## src/rtl/fcrq_pkg.sv

```systemverilog
// ----------------------------------------------------------------------------
// fcrq_pkg
// Shared types and constants for the Fenwick range count block.
// ----------------------------------------------------------------------------
package fcrq_pkg;

    // Tree capacity and node counter width
    localparam int MAX_SIZE = 1024;
    localparam int COUNT_W  = 32;
    localparam int ADDR_W   = $clog2(MAX_SIZE);

    // Field widths of the stream payloads
    localparam int POS_W    = 11;
    localparam int REQ_W    = 2;
    localparam int IN_DATA_W  = 40;  // three positions, padded to whole bytes
    localparam int OUT_DATA_W = 32;

    // Request kinds carried in s_tuser
    typedef enum logic [REQ_W-1:0] {
        REQ_INC   = 2'd0,
        REQ_QUERY = 2'd1,
        REQ_CLEAR = 2'd2
    } req_t;

    // Operations of the shared arithmetic unit
    typedef enum logic {
        OP_SAT_ADD = 1'b0,
        OP_SUB_FLOOR = 1'b1
    } arith_op_t;

    // Sequencer states
    typedef enum logic [2:0] {
        ST_CLEAR,
        ST_IDLE,
        ST_INC_RD,
        ST_INC_WR,
        ST_Q_RD,
        ST_Q_ACC,
        ST_DONE
    } fcrq_state_t;

endpackage

```

## src/rtl/fcrq_arith.sv

```systemverilog
// ----------------------------------------------------------------------------
// fcrq_arith
// Shared saturating add / floored subtract unit for node and prefix sums.
// ----------------------------------------------------------------------------
module fcrq_arith (
    input  fcrq_pkg::arith_op_t          op,
    input  logic [fcrq_pkg::COUNT_W-1:0] a,
    input  logic [fcrq_pkg::COUNT_W-1:0] b,
    output logic [fcrq_pkg::COUNT_W-1:0] res
);
    import fcrq_pkg::*;

    logic [COUNT_W:0] sum;

    // Add with one carry bit, subtract only when it cannot go negative
    always_comb begin
        sum = {1'b0, a} + {1'b0, b};
        unique case (op)
            OP_SAT_ADD: begin
                res = sum[COUNT_W] ? {COUNT_W{1'b1}} : sum[COUNT_W-1:0];
            end
            OP_SUB_FLOOR: begin
                res = (a > b) ? (a - b) : '0;
            end
            default: begin
                res = '0;
            end
        endcase
    end

endmodule

```

## config.mk

```make
export PLATFORM = sky130hd
export DESIGN_NAME = fcrq_arith
export DESIGN_NICKNAME = d
export VERILOG_FILES = /design/src/rtl/fcrq_pkg.sv /design/src/rtl/fcrq_arith.sv
export SDC_FILE = /design/constraint.sdc
export NUM_CORES = 1
export LEC_CHECK = 0
export BUFFER_PORTS_ARGS = -buffer_cell sky130_fd_sc_hd__buf_2
export CAP_MARGIN = 20
export CORE_ASPECT_RATIO = 0.6
export CORE_MARGIN = 8
export CORE_UTILIZATION = 40
export DETAILED_ROUTE_END_ITERATION = 8
export MAX_ROUTING_LAYER = met4
export PLACE_DENSITY_LB_ADDON = 0.15
export SYNTH_ARGS = -nofsm -noshare
export SYNTH_HDL_FRONTEND = slang
export SYNTH_SLANG_ARGS = --single-unit
```

## constraint.sdc

```tcl
create_clock -name vclk -period 19.2
set_clock_uncertainty 0.15 [all_clocks]
set_input_delay 5.76 -clock vclk [all_inputs]
set_output_delay 5.76 -clock vclk [all_outputs]
set_load 0.005 [all_outputs]
```

==> results of run 1 <==
per-stage QoR:
stage | hold WS [ns] | setup WS, ns | instance area, sq um
6_report | 11.83 | 3.64 | 4730
5_1_grt | 11.87 | 3.47 | 4730
4_1_cts | 11.83 | 3.74 | 4730
3_5_place_dp | 11.83 | 3.76 | 4730
3_3_place_gp | 11.82 | 3.75 | 4730
2_1_floorplan | 11.56 | 5.06 | 4260
routing by layer:
metal	wire length (um)	vias to the layer above	GRT usage [%]	share of wire [%]
li1	-	2587	-	-
met5	0	-	-	0
met1	8630	2518	37.6	50
met4	159	0	1.50	0.92
met2	6300	364	31.0	37
met3	2170	25	3.19	13
layout make-up:
class,count,share of cell area (%)
Multi-Input combinational cell,554,80.4
Timing Repair Buffer,100,10.7
Inverter,65,5.16
Tap cell,139,3.68
synthesized netlist by cell type, types with 13 or more instances:
cell type and count:
a21oi_1 69, nor2_1 66, inv_1 65, ha_1 64, o21ai_0 44, nand2_1 41, nor3_1 29, clkbuf_1 23
o31ai_1 18, nand3_1 16, nor4_1 14, o211ai_1 14, a21o_1 13, buf_2 13
power groups by stage:
stage                     combinational (mW)  clock (mW)  sequential [mW]
final                                  0.173           0                0
after CTS                              0.168           0                0
after floorplan                        0.112           0                0
after global routing                   0.187           0                0
after global placement                 0.167           0                0
after detailed placement               0.167           0                0
worst min-delay path, delay by kind of cell:
family	cells	cell delay [ns]
buf+inv	2	0.22
fa+ha+maj	1	0.17
compound gates	1	0.08
how the worst max path moves through the flow:
stage / from / slack (ns) / cells after the start / end
final: a[0] / 3.64 / 15 / res[17]
after global routing: a[0] / 3.47 / 15 / res[17]
after CTS: a[0] / 3.74 / 15 / res[17]
after detailed placement: a[0] / 3.76 / 15 / res[17]
after global placement: a[0] / 3.75 / 14 / res[21]
after floorplan: a[0] / 5.06 / 14 / res[25]
kinds of logic after synthesis:
| logic type | Yosys count | synth area share (%) |
|---|---|---|
| and+or+nand+nor | 220 | 25.5 |
| adders and majority gates | 66 | 19.8 |
| muxes | 2 | 0.470 |
| xor gates and xnor gates | 1 | 0.206 |
| AOI/OAI and AO/OA | 265 | 43.5 |
| buffers and inverters | 107 | 10.6 |
==> results.sh, run 1 <==
export IMPL_final_seq_area_sq_um=0
export IMPL_initial_core_util_pct=40.7
export IMPL_nets=852
export IMPL_total_power_mw=0.173
export IMPL_layout_common_cells="buf_2 (97), a21oi_1 (69), nor2_1 (66)"
export IMPL_cpLargestDelayFamily="compound AO/OA/AOI/OAI gates"
export IMPL_place_inst=858
export IMPL_wirelength_um=17300
export IMPL_final_common_cell="buf_2"
export IMPL_n_antenna_cell=0
export IMPL_power_leakage_nw=2.20
export IMPL_setup_tns_ns=0
export IMPL_area_growth_pct=11.1
export IMPL_n_sequential_cell=0
export IMPL_drtAntennaViolNets=0
export IMPL_fill_cells=1127
export IMPL_ys_seq_area_share_pct=0
export IMPL_layout_cells_non_filler=858
export IMPL_netSwitchingFraction_pct=63.1
export IMPL_drcViolationCount=0
export IMPL_syn_inst=661
export IMPL_dp_hpwl_um=13900
export IMPL_min_period_over_period_pct=81.0
export IMPL_slew_headroom_pct=23.1
export IMPL_multi_input_area_sq_um=3800
export IMPL_crit_arrival_ns=9.65
export IMPL_grt_overflow_total=0
export IMPL_status="finished, final reports clean"
export IMPL_switching_power_mw=0.109
export IMPL_finalHoldViolCount=0
export IMPL_grt_pass1_vias=4929
export IMPL_holdPathStages=4
export IMPL_max_freq_mhz=64.3
export IMPL_synth_area_leaders="ha_1 (19%), a21oi_1 (8.1%), nor2_1 (5.8%)"
export IMPL_setup_violations=0
export IMPL_portBuffers=97
export IMPL_track_usage_pct=23.7
export IMPL_report_final_slew_viol_count=0
export IMPL_syn_area_per_cell_sq_um=6.44
export IMPL_yosysTopAreaCellShare_pct=18.8
export IMPL_drive_gt1_share_pct=17.5
export IMPL_finalWeightedCongestion=1.02
export IMPL_path_cells="buf_2 -> inv_1 -> ha_1 -> fa_1 -> inv_1 -> a21oi_1 -> o21ai_2 -> a41oi_4 -> o31ai_4 -> a221oi_1 -> buf_4 -> nor2_1 -> a221oi_1 -> o21ai_0 -> buf_2"
export IMPL_dr_pass1_iters=6
export IMPL_cpPeakStageDelay_ns=0.89
export IMPL_yosys_warnings=0
export IMPL_seq_power_share_pct=0
export IMPL_critPathBufInv=5
export IMPL_ir_drop_mv=0.0220
export IMPL_post_route_util_pct=45.3
export IMPL_wire_per_inst_um=20.1
export IMPL_ctsHoldBuffers=0
export IMPL_antenna_found_initial=0
export IMPL_tightest_slew_ns=1.15
export IMPL_io_pins=97
export IMPL_hold_class="in2out"
export IMPL_clockPowerShare_pct=0
export IMPL_start_kind="input port"
export IMPL_worstPathRequired_ns=13.29
export IMPL_syn_num_nets=792
export IMPL_comb_power_share_pct=100.0
export IMPL_crit_slowest_cell="nor2_1"
export IMPL_clock_buffers=0
export IMPL_holdPathEnd="res[0]"
export IMPL_drt_iter0_markers=778
export IMPL_rsz0062_at_grt="false"
export IMPL_power_density_nw_per_um2=36.5
export IMPL_hp_start="b[0]"
export IMPL_yosys_area_top_type="ha_1"
export IMPL_fp_row_count=29
export IMPL_die_y_um=95.9
export IMPL_netlist_area_sq_um=4260
export IMPL_power_internal_mw=0.0638
export IMPL_yosysUniqueCellTypes=71
export IMPL_grt_max_degree=49
export IMPL_die_width_um=149
export IMPL_cts_setup_buffers=0
export IMPL_die_area_sq_um=14300
export IMPL_grt_pass1_wl_um=26900
export IMPL_cts_resized=0
export IMPL_cap_violations=0
export IMPL_period_needed_ns=15.56
export IMPL_core_area_sq_um=10500
export IMPL_vias=5494
export IMPL_drt_vias_per_instance=6.40
export IMPL_path_class="in2out"
export IMPL_cp_max_fo=11
export IMPL_critPathCaptureType="primary output"
(Power assumes the default switching activity.)
==> inputs of run 2 (changes only) <==
clock period = 12.7 ns   (was 19.2 ns; I/O delays follow)
==> results.sh, run 2 (synthesis gave the netlist of run 1 again) <==
export IMPL_die_y_um=95.9
export IMPL_crit_arrival_ns=7.60
export IMPL_grt_max_degree=49
export IMPL_max_freq_mhz=86.5
export IMPL_die_width_um=149
export IMPL_drt_iter0_markers=774
export IMPL_hp_start="b[0]"
export IMPL_core_area_sq_um=10500
export IMPL_power_leakage_nw=2.22
export IMPL_finalWeightedCongestion=0.968
export IMPL_grt_overflow_total=0
export IMPL_ctsHoldBuffers=0
export IMPL_antenna_found_initial=0
export IMPL_drcViolationCount=0
export IMPL_ir_drop_mv=0.0265
export IMPL_holdWs_ns=7.94
export IMPL_final_common_cell="buf_2"
export IMPL_min_period_over_period_pct=91.0
export IMPL_cts_resized=0
export IMPL_holdPathStages=4
export IMPL_critPathCaptureType="primary output"
export IMPL_die_area_sq_um=14300
export IMPL_start_kind="input port"
export IMPL_drive_gt1_share_pct=18.0
export IMPL_track_usage_pct=24.2
export IMPL_final_seq_area_sq_um=0
export IMPL_clock_buffers=0
export IMPL_setup_violations=0
export IMPL_finalHoldViolCount=0
export IMPL_initial_core_util_pct=40.7
export IMPL_wire_per_inst_um=20.7
export IMPL_setup_tns_ns=0
export IMPL_fill_cells=1134
export IMPL_crit_slowest_cell="nand2_1"
export IMPL_report_final_slew_viol_count=0
export IMPL_layout_common_cells="buf_2 (97), a21oi_1 (69), nor2_1 (66)"
export IMPL_portBuffers=97
export IMPL_grt_pass1_wl_um=27200
export IMPL_cts_setup_buffers=0
export IMPL_holdPathEnd="res[0]"
export IMPL_dp_hpwl_um=14600
export IMPL_hold_class="in2out"
export IMPL_cpPeakStageDelay_ns=0.54
export IMPL_grt_pass1_vias=5021
export IMPL_io_pins=97
export IMPL_dr_pass1_iters=8
export IMPL_n_sequential_cell=0
export IMPL_vias=5540
export IMPL_tightest_slew_ns=0.974
export IMPL_path_class="in2out"
export IMPL_worstPathRequired_ns=8.74
export IMPL_cp_max_fo=11
export IMPL_path_cells="buf_2 -> inv_1 -> ha_1 -> fa_1 -> inv_1 -> a21oi_1 -> o21ai_2 -> a41oi_4 -> o31ai_4 -> a221o_1 -> nand2_1 -> o221a_2 -> o21ai_0 -> buf_2"
export IMPL_wirelength_um=17800
export IMPL_power_density_nw_per_um2=55.3
export IMPL_status="finished, final reports clean"
export IMPL_drtAntennaViolNets=0
export IMPL_nets=856
export IMPL_period_needed_ns=11.56
export IMPL_rsz0062_at_grt="false"
export IMPL_drt_vias_per_instance=6.43
export IMPL_fp_row_count=29
export IMPL_n_antenna_cell=0
export IMPL_cap_violations=0
export IMPL_area_growth_pct=11.8
export IMPL_slew_headroom_pct=35.1
==> run 2: changes by cell type in the layout (fill, tap and decap cells not counted) <==
cell | before | now
buf_4 | 3 | 7
==> run 2: worst max-delay path: cells and delay by family <==
kind / cells / cell delay, ns
AO/OA/AOI/OAI: 7 / 2.24
adder cells (fa/ha/maj): 2 / 0.64
buffers and inverters: 4 / 0.36
AND/OR/NAND/NOR: 1 / 0.54
==> run 2: metrics by stage <==
step / worst slack, ns / instances / total power [mW] / cell area (sq um) / utilization [%]
2_1_floorplan: 2.46 / 661 / 0.170 / 4260 / -
3_3_place_gp: 1.29 / 862 / 0.256 / 4760 / 45.6
3_5_place_dp: 1.26 / 862 / 0.255 / 4760 / 45.6
4_1_cts: 1.24 / 862 / 0.257 / 4760 / 45.6
5_1_grt: 0.873 / 862 / 0.285 / 4760 / 45.6
6_report: 1.14 / 862 / 0.263 / 4760 / 45.6
==> run 2: power breakdown <==
group          leakage [nW]  switching [mW]  internal, mW
registers                 0               0             0
logic                  2.22           0.165        0.0979
clock network             0               0             0
total                  2.22           0.165        0.0979
==> run 2: how the worst max path moves through the flow <==
stage          from      end  slack (ns)  cells after the start
6_report       a[0]  res[23]        1.14                     14
5_1_grt        a[0]  res[14]        0.87                     13
4_1_cts        a[0]  res[14]        1.24                     13
3_5_place_dp   a[0]  res[14]        1.26                     13
3_3_place_gp   a[0]  res[23]        1.29                     14
2_1_floorplan  a[0]  res[25]        2.46                     14
==> run 2: metal layers <==
layer	wire length (um)	track usage [%]	part of all wire, %
met1	8970	37.8	50
met5	0	-	0
met3	2090	3.94	12
met2	6640	31.3	37
met4	144	2.67	0.81
==> run 2: cell type report <==
| type | instances | area [sq um] | share of cell area (%) |
|---|---|---|---|
| Tap cell | 139 | 174 | 3.65 |
| Inverter | 65 | 244 | 5.12 |
| Multi-Input combinational cell | 554 | 3800 | 79.9 |
| Timing Repair Buffer | 104 | 538 | 11.3 |
==> inputs of run 3 (changes only) <==
CAP_MARGIN = default   (was 20)
clock period = 13.7 ns   (was 12.7 ns; I/O delays follow)
==> results.sh, run 3 (synthesis gave the netlist of run 1 again) <==
export IMPL_clock_buffers=0
export IMPL_drtAntennaViolNets=0
export IMPL_finalHoldViolCount=0
export IMPL_finalWeightedCongestion=1.02
export IMPL_critPathCaptureType="primary output"
export IMPL_place_inst=859
export IMPL_area_growth_pct=11.3
export IMPL_hold_class="in2out"
export IMPL_io_pins=97
export IMPL_dr_pass1_iters=5
export IMPL_n_sequential_cell=0
export IMPL_path_class="in2out"
export IMPL_min_period_over_period_pct=91.6
export IMPL_status="finished, final reports clean"
export IMPL_holdPathEnd="res[0]"
export IMPL_vias=5456
export IMPL_initial_core_util_pct=40.7
export IMPL_drcViolationCount=0
export IMPL_slew_headroom_pct=3.40
export IMPL_power_density_nw_per_um2=51.2
export IMPL_die_width_um=149
export IMPL_setup_tns_ns=0
export IMPL_holdWs_ns=8.52
export IMPL_fill_cells=1130
export IMPL_final_seq_area_sq_um=0
export IMPL_fp_row_count=29
export IMPL_cts_setup_buffers=0
export IMPL_drt_iter0_markers=822
export IMPL_ir_drop_mv=0.0302
export IMPL_die_area_sq_um=14300
export IMPL_wire_per_inst_um=20.2
export IMPL_tightest_slew_ns=1.45
export IMPL_n_antenna_cell=0
export IMPL_report_final_slew_viol_count=0
export IMPL_start_kind="input port"
export IMPL_cap_violations=0
export IMPL_worstPathRequired_ns=9.44
export IMPL_max_freq_mhz=79.7
export IMPL_die_y_um=95.9
export IMPL_layout_common_cells="buf_2 (97), a21oi_1 (69), nor2_1 (66)"
export IMPL_crit_arrival_ns=8.29
export IMPL_portBuffers=97
export IMPL_power_leakage_nw=2.21
export IMPL_holdPathStages=4
export IMPL_total_power_mw=0.243
export IMPL_rsz0062_at_grt="false"
export IMPL_cp_max_fo=13
export IMPL_final_common_cell="buf_2"
export IMPL_dp_hpwl_um=14000
export IMPL_drt_vias_per_instance=6.35
export IMPL_ctsHoldBuffers=0
export IMPL_nets=853
export IMPL_grt_pass1_vias=5011
export IMPL_grt_max_degree=49
export IMPL_cts_resized=0
export IMPL_setup_violations=0
export IMPL_grt_pass1_wl_um=26600
export IMPL_track_usage_pct=23.6
export IMPL_layout_cells_non_filler=859
export IMPL_wirelength_um=17300
export IMPL_grt_overflow_total=0
export IMPL_core_area_sq_um=10500
export IMPL_drive_gt1_share_pct=17.6
export IMPL_period_needed_ns=12.55
export IMPL_multi_input_area_sq_um=3800
export IMPL_hp_start="b[0]"
export IMPL_antenna_found_initial=0
==> run 3: how the worst max path moves through the flow <==
stage | depth (start not counted) | startpoint | slack [ns] | end
after floorplan | 14 | a[0] | 2.86 | res[25]
after global placement | 15 | a[0] | 1.32 | res[17]
after detailed placement | 15 | a[0] | 1.38 | res[17]
after CTS | 16 | a[0] | 1.34 | res[18]
after global routing | 13 | b[23] | 1.07 | res[17]
final | 13 | a[23] | 1.15 | res[24]
==> run 3: cell type report <==
| class | instances | share of cell area (%) |
|---|---|---|
| Inverter | 65 | 5.15 |
| Multi-Input combinational cell | 554 | 80.3 |
| Timing Repair Buffer | 101 | 10.9 |
| Tap cell | 139 | 3.67 |
==> run 3: where the power goes <==
group / switching (mW) / internal (mW) / total [mW]
logic: 0.153 / 0.0900 / 0.243
clock network: 0 / 0 / 0
registers: 0 / 0 / 0
==> run 3: stage by stage <==
stage	instance area, sq um	setup WS, ns	utilization [%]
after floorplan	4260	2.86	-
after global placement	4740	1.32	45.3
after detailed placement	4740	1.38	45.3
after CTS	4740	1.34	45.3
after global routing	4740	1.07	45.3
final	4740	1.15	45.3
==> run 3: critical path, stage by stage <==
cell      delay [ns]
buf_2           0.11
ha_1            0.48
nand2_1         0.28
nor2_1          0.09
a31oi_1         0.46
o31ai_1         0.21
a221oi_1        1.22
buf_4           0.33
nor2_1          0.07
buf_4           0.23
a311oi_1        0.38
o21ai_0         0.13
buf_2           0.18
==> run 3: per-layer routing <==
layer	up-vias	track usage (%)	routed length, um
met1	2486	36.9	8440
met3	18	3.47	2290
li1	2595	-	-
met4	0	1.59	135
met5	-	-	0
met2	357	31.2	6460
